==> src/rtl/qwld_pkg.sv <==
// ----------------------------------------------------------------------------
// qwld_pkg
// Shared widths, register indexes and reset values of the level damper.
// ----------------------------------------------------------------------------
package qwld_pkg;

  // field widths
  localparam int unsigned CodeW    = 8;
  localparam int unsigned QualW    = 8;
  localparam int unsigned MinW     = 11;
  localparam int unsigned WeightW  = 17;
  localparam int unsigned CfgIdxW  = 3;
  localparam int unsigned CfgDataW = 17;

  // configuration register indexes
  localparam logic [CfgIdxW-1:0] RegNodata   = 3'd0;
  localparam logic [CfgIdxW-1:0] RegUndetect = 3'd1;
  localparam logic [CfgIdxW-1:0] RegMinLevel = 3'd2;
  localparam logic [CfgIdxW-1:0] RegRampStrt = 3'd3;
  localparam logic [CfgIdxW-1:0] RegRampRcp  = 3'd4;
  localparam logic [CfgIdxW-1:0] RegWtFloor  = 3'd5;

  // Q16 constants
  localparam logic [WeightW-1:0] Q16One  = 17'h10000;
  localparam logic [15:0]        Q16Half = 16'h8000;

  // reset values
  localparam logic [CodeW-1:0]   RstNodata   = 8'd255;
  localparam logic [CodeW-1:0]   RstUndetect = 8'd0;
  localparam logic [MinW-1:0]    RstMinLevel = 11'd0;
  localparam logic [QualW-1:0]   RstRampStrt = 8'd128;
  localparam logic [WeightW-1:0] RstRampRcp  = 17'd1024;
  localparam logic [WeightW-1:0] RstWtFloor  = 17'd0;

  typedef logic [CodeW-1:0]   code_t;
  typedef logic [WeightW-1:0] weight_t;

endpackage

==> src/rtl/qwld_if.sv <==
// ----------------------------------------------------------------------------
// Level damper channels
// Valid/ready channels for pixel words, result words and register writes.
// ----------------------------------------------------------------------------

// pixel and quality word
interface qwld_in_if import qwld_pkg::*; ();
  logic  valid;
  logic  ready;
  code_t pixel_value;
  logic [QualW-1:0] quality_sample;

  modport source (output valid, output pixel_value, output quality_sample, input ready);
  modport sink   (input valid, input pixel_value, input quality_sample, output ready);
endinterface

// damped result word
interface qwld_out_if import qwld_pkg::*; ();
  logic  valid;
  logic  ready;
  code_t damped_value;

  modport source (output valid, output damped_value, input ready);
  modport sink   (input valid, input damped_value, output ready);
endinterface

// register write word
interface qwld_cfg_if import qwld_pkg::*; ();
  logic                valid;
  logic                ready;
  logic [CfgIdxW-1:0]  index;
  logic [CfgDataW-1:0] data;

  modport source (output valid, output index, output data, input ready);
  modport sink   (input valid, input index, input data, output ready);
endinterface

==> src/rtl/quality_weighted_level_damper_top.sv <==
// ----------------------------------------------------------------------------
// Quality weighted level damper
// Path: an accepted pixel word moves through stages 1 to 4 to its result word on out_o.
// Throughput: one word per cycle while out_o is ready; four register stages, each with its own
//   valid bit, each stalling only when it is full and the next one is too.
// Reset: asynchronous, active low; clears the stage valid bits and loads the
//   register defaults. Register writes are taken every cycle.
// ----------------------------------------------------------------------------
module quality_weighted_level_damper_top
  import qwld_pkg::*;
#(
  parameter int unsigned PIXEL_BITS = 8
) (
  input  logic         clk_i,
  input  logic         rst_ni,
  qwld_cfg_if.sink     cfg_i,
  qwld_in_if.sink      in_i,
  qwld_out_if.source   out_o
);

  localparam logic [16:0] PixMax  = 17'((33'd1 << PIXEL_BITS) - 33'd1);
  localparam logic [7:0]  PixMask = PixMax[7:0];

  // --------------------------------------------------------------------------
  // configuration registers
  // --------------------------------------------------------------------------
  code_t            nodata_q, undetect_q;
  logic [MinW-1:0]  min_level_q;
  logic [QualW-1:0] ramp_start_q;
  weight_t          ramp_rcp_q, wt_floor_q;

  assign cfg_i.ready = 1'b1;

  always_ff @(posedge clk_i or negedge rst_ni) begin
    if (!rst_ni) begin
      nodata_q     <= RstNodata;
      undetect_q   <= RstUndetect;
      min_level_q  <= RstMinLevel;
      ramp_start_q <= RstRampStrt;
      ramp_rcp_q   <= RstRampRcp;
      wt_floor_q   <= RstWtFloor;
    end else if (cfg_i.valid) begin
      case (cfg_i.index)
        RegNodata:   nodata_q     <= cfg_i.data[CodeW-1:0];
        RegUndetect: undetect_q   <= cfg_i.data[CodeW-1:0];
        RegMinLevel: min_level_q  <= cfg_i.data[MinW-1:0];
        RegRampStrt: ramp_start_q <= cfg_i.data[QualW-1:0];
        RegRampRcp:  ramp_rcp_q   <= cfg_i.data[WeightW-1:0];
        RegWtFloor:  wt_floor_q   <= cfg_i.data[WeightW-1:0];
        default: ;
      endcase
    end
  end

  // --------------------------------------------------------------------------
  // stage enables: a stage loads when it is empty or its word moves on
  // --------------------------------------------------------------------------
  logic s1_v_q, s2_v_q, s3_v_q, s4_v_q;
  logic en1, en2, en3, en4;

  assign en4 = !s4_v_q || out_o.ready;
  assign en3 = !s3_v_q || en4;
  assign en2 = !s2_v_q || en3;
  assign en1 = !s1_v_q || en2;
  assign in_i.ready = en1;

  always_ff @(posedge clk_i or negedge rst_ni) begin
    if (!rst_ni) begin
      s1_v_q <= 1'b0;
      s2_v_q <= 1'b0;
      s3_v_q <= 1'b0;
      s4_v_q <= 1'b0;
    end else begin
      if (en1) s1_v_q <= in_i.valid;
      if (en2) s2_v_q <= s1_v_q;
      if (en3) s3_v_q <= s2_v_q;
      if (en4) s4_v_q <= s3_v_q;
    end
  end

  // --------------------------------------------------------------------------
  // stage 1: code match, quality offset, pixel offset from the floor
  // --------------------------------------------------------------------------
  code_t              pix;
  logic signed [11:0] pix_s, min_s, dist_s;
  logic               pass_d, below_d, gt_d;
  logic [QualW-1:0]   qdiff_d;

  logic               s1_pass_q, s1_below_q;
  code_t              s1_pix_q;
  logic [MinW-1:0]    s1_dist_q;
  logic [QualW-1:0]   s1_qdiff_q;

  always_comb begin
    pix     = in_i.pixel_value & PixMask;
    pix_s   = signed'({4'b0, pix});
    min_s   = signed'({min_level_q[MinW-1], min_level_q});
    dist_s  = pix_s - min_s;
    below_d = pix_s < min_s;
    pass_d  = (pix == nodata_q) || (pix == undetect_q);
    gt_d    = in_i.quality_sample > ramp_start_q;
    qdiff_d = gt_d ? (in_i.quality_sample - ramp_start_q) : '0;
  end

  always_ff @(posedge clk_i) begin
    if (en1) begin
      s1_pass_q  <= pass_d;
      s1_below_q <= below_d;
      s1_pix_q   <= pix;
      s1_dist_q  <= dist_s[MinW-1:0];  // in 0..1279 whenever it is used
      s1_qdiff_q <= qdiff_d;
    end
  end

  // --------------------------------------------------------------------------
  // stage 2: ramp weight, clamped to one
  // --------------------------------------------------------------------------
  logic [QualW+WeightW-1:0] ramp_prod;
  weight_t                  weight_d;

  logic                     s2_pass_q, s2_below_q;
  code_t                    s2_pix_q;
  logic [MinW-1:0]          s2_dist_q;
  weight_t                  s2_weight_q;

  always_comb begin
    ramp_prod = s1_qdiff_q * ramp_rcp_q;
    weight_d  = (ramp_prod > {8'b0, Q16One}) ? Q16One : ramp_prod[WeightW-1:0];
  end

  always_ff @(posedge clk_i) begin
    if (en2) begin
      s2_pass_q   <= s1_pass_q;
      s2_below_q  <= s1_below_q;
      s2_pix_q    <= s1_pix_q;
      s2_dist_q   <= s1_dist_q;
      s2_weight_q <= weight_d;
    end
  end

  // --------------------------------------------------------------------------
  // stage 3: floor test and weight times pixel offset
  // --------------------------------------------------------------------------
  logic                     s3_pass_q, s3_undet_q;
  code_t                    s3_pix_q;
  logic [WeightW+MinW-1:0]  s3_prod_q;

  always_ff @(posedge clk_i) begin
    if (en3) begin
      s3_pass_q  <= s2_pass_q;
      s3_undet_q <= s2_below_q || (s2_weight_q < wt_floor_q);
      s3_pix_q   <= s2_pix_q;
      s3_prod_q  <= s2_weight_q * s2_dist_q;
    end
  end

  // --------------------------------------------------------------------------
  // stage 4: add floor, round half up, clamp, select result word
  // --------------------------------------------------------------------------
  logic signed [29:0] num;
  logic [13:0]        res;
  logic [16:0]        clamped;
  code_t              result_d;
  code_t              s4_value_q;

  always_comb begin
    num = signed'({{3{min_level_q[MinW-1]}}, min_level_q, 16'b0})
        + signed'({2'b0, s3_prod_q})
        + signed'({14'b0, Q16Half});
    res     = num[29] ? '0 : num[29:16];
    clamped = ({3'b0, res} > PixMax) ? PixMax : {3'b0, res};
    if (s3_pass_q) begin
      result_d = s3_pix_q;
    end else if (s3_undet_q) begin
      result_d = undetect_q;
    end else begin
      result_d = clamped[CodeW-1:0];
    end
  end

  always_ff @(posedge clk_i) begin
    if (en4) begin
      s4_value_q <= result_d;
    end
  end

  assign out_o.valid        = s4_v_q;
  assign out_o.damped_value = s4_value_q;

endmodule

==> src/flat_wrapper.sv <==
// flat-port wrapper written by rule: the top's interface ports become plain ports
module quality_weighted_level_damper_top_flat import qwld_pkg::*;
#(
  parameter int unsigned PIXEL_BITS = 8
)
  (clk_i, rst_ni, cfg_i_valid, cfg_i_index, cfg_i_data, cfg_i_ready, in_i_valid, in_i_pixel_value, in_i_quality_sample, in_i_ready, out_o_valid, out_o_damped_value, out_o_ready);
  qwld_cfg_if cfg_i_i ();
  qwld_in_if in_i_i ();
  qwld_out_if out_o_i ();
  input  logic clk_i;
  input  logic rst_ni;
  input wire logic [$bits(cfg_i_i.valid)-1:0] cfg_i_valid;
  input wire logic [$bits(cfg_i_i.index)-1:0] cfg_i_index;
  input wire logic [$bits(cfg_i_i.data)-1:0] cfg_i_data;
  output wire logic [$bits(cfg_i_i.ready)-1:0] cfg_i_ready;
  input wire logic [$bits(in_i_i.valid)-1:0] in_i_valid;
  input wire logic [$bits(in_i_i.pixel_value)-1:0] in_i_pixel_value;
  input wire logic [$bits(in_i_i.quality_sample)-1:0] in_i_quality_sample;
  output wire logic [$bits(in_i_i.ready)-1:0] in_i_ready;
  output wire logic [$bits(out_o_i.valid)-1:0] out_o_valid;
  output wire logic [$bits(out_o_i.damped_value)-1:0] out_o_damped_value;
  input wire logic [$bits(out_o_i.ready)-1:0] out_o_ready;
  assign cfg_i_i.valid = cfg_i_valid;
  assign cfg_i_i.index = cfg_i_index;
  assign cfg_i_i.data = cfg_i_data;
  assign cfg_i_ready = cfg_i_i.ready;
  assign in_i_i.valid = in_i_valid;
  assign in_i_i.pixel_value = in_i_pixel_value;
  assign in_i_i.quality_sample = in_i_quality_sample;
  assign in_i_ready = in_i_i.ready;
  assign out_o_valid = out_o_i.valid;
  assign out_o_damped_value = out_o_i.damped_value;
  assign out_o_i.ready = out_o_ready;
  quality_weighted_level_damper_top #(.PIXEL_BITS(PIXEL_BITS)) u_core (.clk_i(clk_i), .rst_ni(rst_ni), .cfg_i(cfg_i_i), .in_i(in_i_i), .out_o(out_o_i));
endmodule
==> config.mk <==
export PLATFORM = sky130hd
export DESIGN_NAME = quality_weighted_level_damper_top_flat
export DESIGN_NICKNAME = d
export VERILOG_FILES = /design/src/rtl/qwld_pkg.sv /design/src/rtl/qwld_if.sv /design/src/rtl/quality_weighted_level_damper_top.sv /design/src/flat_wrapper.sv
export SDC_FILE = /design/constraint.sdc
export NUM_CORES = 1
export LEC_CHECK = 0
export ABC_AREA = 1
export BUFFER_PORTS_ARGS = -buffer_cell sky130_fd_sc_hd__buf_4
export CAP_MARGIN = 20
export CORE_UTILIZATION = 65
export DETAILED_ROUTE_END_ITERATION = 8
export PLACE_DENSITY = 0.83
export SLEW_MARGIN = 10
export SYNTH_ARGS = -nofsm -noshare
export SYNTH_HDL_FRONTEND = slang
export SYNTH_SLANG_ARGS = --single-unit
==> constraint.sdc <==
create_clock -name clk_i -period 5.4 [get_ports clk_i]
set_input_delay 0.27 -clock clk_i [delete_from_list [all_inputs] [get_ports clk_i]]
set_output_delay 0.27 -clock clk_i [all_outputs]
set_load 0.01 [all_outputs]
Word-level counts from Yosys, hierarchy flattened
Cells that the tools add are included.
{ "totals": {"ff_bits": 186, "output_inout_bits": 11, "input_bits": 41, "word_cells": 64} }
{ "classes": {"mux": 4, "reduce_logical": 17, "mul": 2, "eq_ne": 7, "n_lt_le_gt_ge": 5, "n_addsub": 4} }
{ "ops": {"columns": ["op", "n"], "rows": [
  ["adder 27 x 29 -> 30 bit", 1],
  ["adder 30 x 17 -> 30 bit (second input constant)", 1],
  ["multiplier 17 x 11 -> 28 bit", 1],
  ["greater-than comparator 25 x 17 -> 1 bit (second input constant)", 1],
  ["multiplier 8 x 17 -> 25 bit", 1],
  ["2-to-1 mux 8 bit", 3],
  ["less-than comparator 17 bit", 1],
  ["equality test 8 bit", 2],
  ["greater-than comparator 13 x 8 -> 1 bit (second input constant)", 1],
  ["2-to-1 mux 13 bit", 1],
  ["AND reduction 2 bit", 6],
  ["less-than comparator 9 x 11 -> 1 bit", 1],
  ["subtractor 9 x 11 -> 11 bit", 1],
  ["greater-than comparator 8 bit", 1],
  ["subtractor 8 bit", 1],
  ["equality test 3 x 2 -> 1 bit (second input constant)", 2],
  ["equality test 3 bit (second input constant)", 2],
  ["logical OR 1 bit", 6],
  ["logical NOT 1 bit", 4],
  ["equality test 3 x 1 -> 1 bit (second input constant)", 1],
  ["logical NOT 3 bit", 1]
]} }

Longest topological paths before layout
{ "logic_depth": {"ltp_word": 7, "mapped_depth": 29, "ltp_nobuf": 26} }

Worst setup path after synthesis
No wires, ideal clock.
{ "synth_timing": {"kind": "reg-to-reg", "from": "register u_core.s2_dist_q[4]", "to": "register u_core.s3_prod_q[26] (data pin)", "path_stages_with_launch": 21, "required_ps": 5140, "arrival_ps": 4698, "period_less_slack_ps": 4957, "slack_ps": 443, "n_path_buf": 2, "setup_time_ps": 260, "path_cell_list": "edfxtp_1 > clkbuf_1 > clkbuf_1 > nand2_1 > fa_1 > fa_1 > inv_1 > fa_1 > inv_1 > fa_1 > inv_1 > fa_1 > ha_1 > a21o_1 > a31oi_1 > o21ai_0 > nand2_1 > nand3_1 > nand2_1 > nand3_1 > xor2_1"} }
{ "synth_between": {"elab_chain_cells": 1} }
{ "synth_rtl": {"columns": ["item", "line_no", "rtl"], "rows": [
  ["start: declaration", "quality_weighted_level_damper_top.sv:123", "logic [MinW-1:0] s2_dist_q;"],
  ["start signal: assignment", "quality_weighted_level_damper_top.sv:136", "s2_dist_q <= s1_dist_q;"],
  ["multiplier 17 x 11 -> 28 bit", "quality_weighted_level_damper_top.sv:153", "s3_prod_q <= s2_weight_q * s2_dist_q;"],
  ["end signal: assignment", "quality_weighted_level_damper_top.sv:153", null],
  ["end: declaration", "quality_weighted_level_damper_top.sv:146", "logic [WeightW+MinW-1:0] s3_prod_q;"]
]} }
Every way passes these cells.
A chain may end at the register's enable or synchronous reset.

Worst setup path in the final report
{ "layout_timing": {"from": "register u_core.s2_dist_q[8]", "to": "register u_core.s3_prod_q[25] (data pin)"} }
The elaborated chain is that of the path after synthesis.

==> flow_summary.json <==
{
  "grt_pass1_wl_um": 76700,
  "reg2reg_from": "u_core.s2_dist_q[8]$_DFFE_PP_",
  "fin_crit_ns": 5.25,
  "end_kind": "flip-flop",
  "vias": 15700,
  "synth.distinct_cells": 50,
  "final_cell_mix": "646 x nand2_1, 548 x inv_1, 226 x fa_1",
  "fill_cells": 2025,
  "die_y_um": 173,
  "cap_viol_max_count": 0,
  "start_util_pct": 66.1,
  "detail-route-antenna-nets": 0,
  "die_area_sq_um": 29900,
  "relSlewSlack_pct": 29.0,
  "insertion_delay_ns": 0.46,
  "cts_made_buffers": 17,
  "ys_seq_elements": 171,
  "antenna_found_initial": 0,
  "crit_family": "adder cells",
  "slowest_stage": "edfxtp_1",
  "synthTopCellsByArea": "fa_1 24%, edfxtp_1 16%, nand2_1 13%, inv_1 11%, ha_1 10%",
  "drv_slew": 0,
  "drt_wl_total_um": 48100,
  "fin_crit_sh_pct": 97.3,
  "fp-row-count": 62,
  "diodes": 0,
  "rsz0062_at_grt": "false",
  "finClkSkew_ns": 0.0114,
  "status": "completed",
  "async_flop_share_pct": 42.7,
  "tightest_slew_ns": 1.06,
  "syn_nets": 2765,
  "dieWidth_um": 173,
  "grt_overflow": 0,
  "worst_setup_path_start_kind": "flip-flop",
  "r2r-end": "u_core.s3_prod_q[25]$_DFFE_PP_",
  "synth_top_area_share_pct": 23.9,
  "r2r_cells": 16,
  "root_buffer": "clkbuf_16",
  "htree_levels": 4,
  "path_depth": 16,
  "grt_pass1_vias": 15700,
  "holdPathStages": 3,
  "cts.path.max_buffers": 2,
  "cp_cell_sequence": "buf_4 > nand2_1 > fa_1 > inv_1 > fa_1 > fa_1 > fa_1 > fa_1 > ha_1 > nand2_1 > nor4_1 > nand2_1 > nand2_1 > nand2_1 > o211ai_1 > nand2_1",
  "syn_area_per_cell_sq_um": 8.09,
  "port_buffers": 50,
  "wl_per_cell_um": 17.1,
  "clk_pin_slew_worst_paths_ns": 0.08,
  "via_per_inst": 5.59,
  "multi_input_area_sq_um": 11700,
  "grt_max_degree": 74,
  "final_layout_size_suffix_gt1_share_pct": 9.50,
  "clock-sinks": 171,
  "synth_edf_count": 98,
  "reg2reg_slack_ns": 0.15,
  "setup_tns_ns": 0,
  "crit_top_cell": "nand2_1",
  "core-area_sq_um": 28700,
  "yosys.area.top_type": "fa_1",
  "yosys_warnings": 0,
  "synth_cells": 2345,
  "grt.total_usage_pct": 32.6,
  "place_congestion": 0.959,
  "dp_hpwl_um": 36100,
  "min_to": "u_core.s1_v_q$_DFFE_PN0P_",
  "seqCellArea_sq_um": 4780,
  "clock.fmax_mhz": 190,
  "min_path_type": "input pin to flip-flop",
  "cpPeakStageDelay_ns": 0.55,
  "setup_viol_count_final": 0,
  "required_ns": 5.61,
  "drc_errors": 0,
  "area_delta_synth_final_pct": 9.77,
  "synth-seq-area-share_pct": 25.2,
  "synth_flop_cell": "edfxtp_1",
  "ioPinCount": 52,
  "final_hold_viol_count": 0,
  "final_common_cell": "nand2_1",
  "first_pass_iters": 7,
  "first_iter_violations": 1437,
  "crit_buf_inv": 2,
  "cts_tree": "built",
  "path_max_fanout": 7,
  "crit_arrival_ns": 5.46,
  "hold_start": "in_i_valid",
  "path_class": "flip-flop to flip-flop",
  "syn_area_sq_um": 19000,
  "layout.nets": 2838
}
==> cell usage after synthesis, types with 11 or more instances <==
library cell,instances
nand2_1,646
inv_1,548
fa_1,226
ha_1,153
edfxtp_1,98
o21ai_0,98
a21oi_1,86
clkbuf_1,85
nor2_1,83
dfrtp_1,63
nand3_1,58
xor2_1,29
nand4_1,25
xnor2_1,23
nor2_2,12
nand2_2,11
==> metal layers <==
layer  up-vias  wire length, um  track usage, %  part of all wire [%]
li1       7221                -               -                     -
met1      7473            18100            41.8                    38
met2       875            23800            54.3                    49
met3       169             4110            5.08                   8.5
met4         0             2090            15.9                   4.3
met5         -                0               0                     0
==> through the flow <==
stage | instances | area, sq um | setup slack (ns) | utilization (%) | hold slack, ns
after floorplan | 2345 | 19000 | 0.443 | - | -0.0256
after global placement | 2715 | 19700 | 0.136 | 68.5 | 0.402
after detailed placement | 2715 | 19700 | 0.0209 | 68.5 | 0.405
after CTS | 2748 | 20200 | 0.0165 | 70.5 | 0.00573
after global routing | 2815 | 20800 | 0.0177 | 72.5 | 0.0154
final | 2815 | 20800 | 0.148 | 72.5 | 0.00355
==> what timing repair did <==
action	in CTS	in global routing
hold buffers	1	0
endpoints found under the setup margin	0	29
buffers inserted	0	67
gates resized for setup	0	1
endpoints found under the hold margin	26	0
==> tightest hold or removal path: stages <==
cell     delay [ns]
buf_4          0.08
inv_1          0.03
nand2_1        0.05
==> worst max-delay path by stage <==
stage | slack (ns) | endpoint | startpoint
floorplan | 0.44 | u_core.s3_prod_q[26]$_DFFE_PP_ | u_core.s2_dist_q[4]$_DFFE_PP_
global placement | 0.14 | u_core.s3_prod_q[25]$_DFFE_PP_ | u_core.s2_dist_q[4]$_DFFE_PP_
detailed placement | 0.02 | u_core.s3_prod_q[25]$_DFFE_PP_ | u_core.s2_dist_q[4]$_DFFE_PP_
CTS | 0.02 | u_core.s3_prod_q[25]$_DFFE_PP_ | u_core.s2_dist_q[4]$_DFFE_PP_
global route | 0.02 | u_core.s3_prod_q[20]$_DFFE_PP_ | u_core.s2_dist_q[10]$_DFFE_PP_
finish | 0.15 | u_core.s3_prod_q[25]$_DFFE_PP_ | u_core.s2_dist_q[8]$_DFFE_PP_
==> flip-flops by register name, summed over array words and instances (netlist names), 8 cells and up <==
name and count:
u_core.min_level_q 11, u_core.nodata_q 8, u_core.out_o.damped_value 8, u_core.ramp_rcp_q 17, u_core.ramp_start_q 8, u_core.s1_dist_q 11
u_core.s1_pix_q 8, u_core.s1_qdiff_q 8, u_core.s2_dist_q 11, u_core.s2_pix_q 8, u_core.s2_weight_q 17, u_core.s3_pix_q 8
u_core.s3_prod_q 13, u_core.undetect_q 8, u_core.wt_floor_q 17
==> cell type report <==
class	count	share of cell area [%]
clock buffer	17	2.04
clock inverter	15	0.727
inverter	556	10.0
multi-input combinational	1528	56.4
sequential	171	23.0
tap	384	2.31
timing repair buffer	144	5.51
==> cell families (layout without fill, tap and decap cells) <==
| logic type | after synthesis | count (layout) | synth area share (%) |
|---|---|---|---|
| other | 1 | 1 | 0.0198 |
| AOI/OAI and AO/OA | 223 | 223 | 6.43 |
| DFF | 171 | 171 | 25.2 |
| adders and majority gates | 379 | 379 | 34.0 |
| buffers and inverters | 646 | 732 | 12.9 |
| and+or+nand+nor | 873 | 873 | 19.1 |
| xor gates and xnor gates | 52 | 52 | 2.40 |
Power is not shown: default switching activity piles up to over one toggle a cycle in this logic, so the estimate is an artifact.
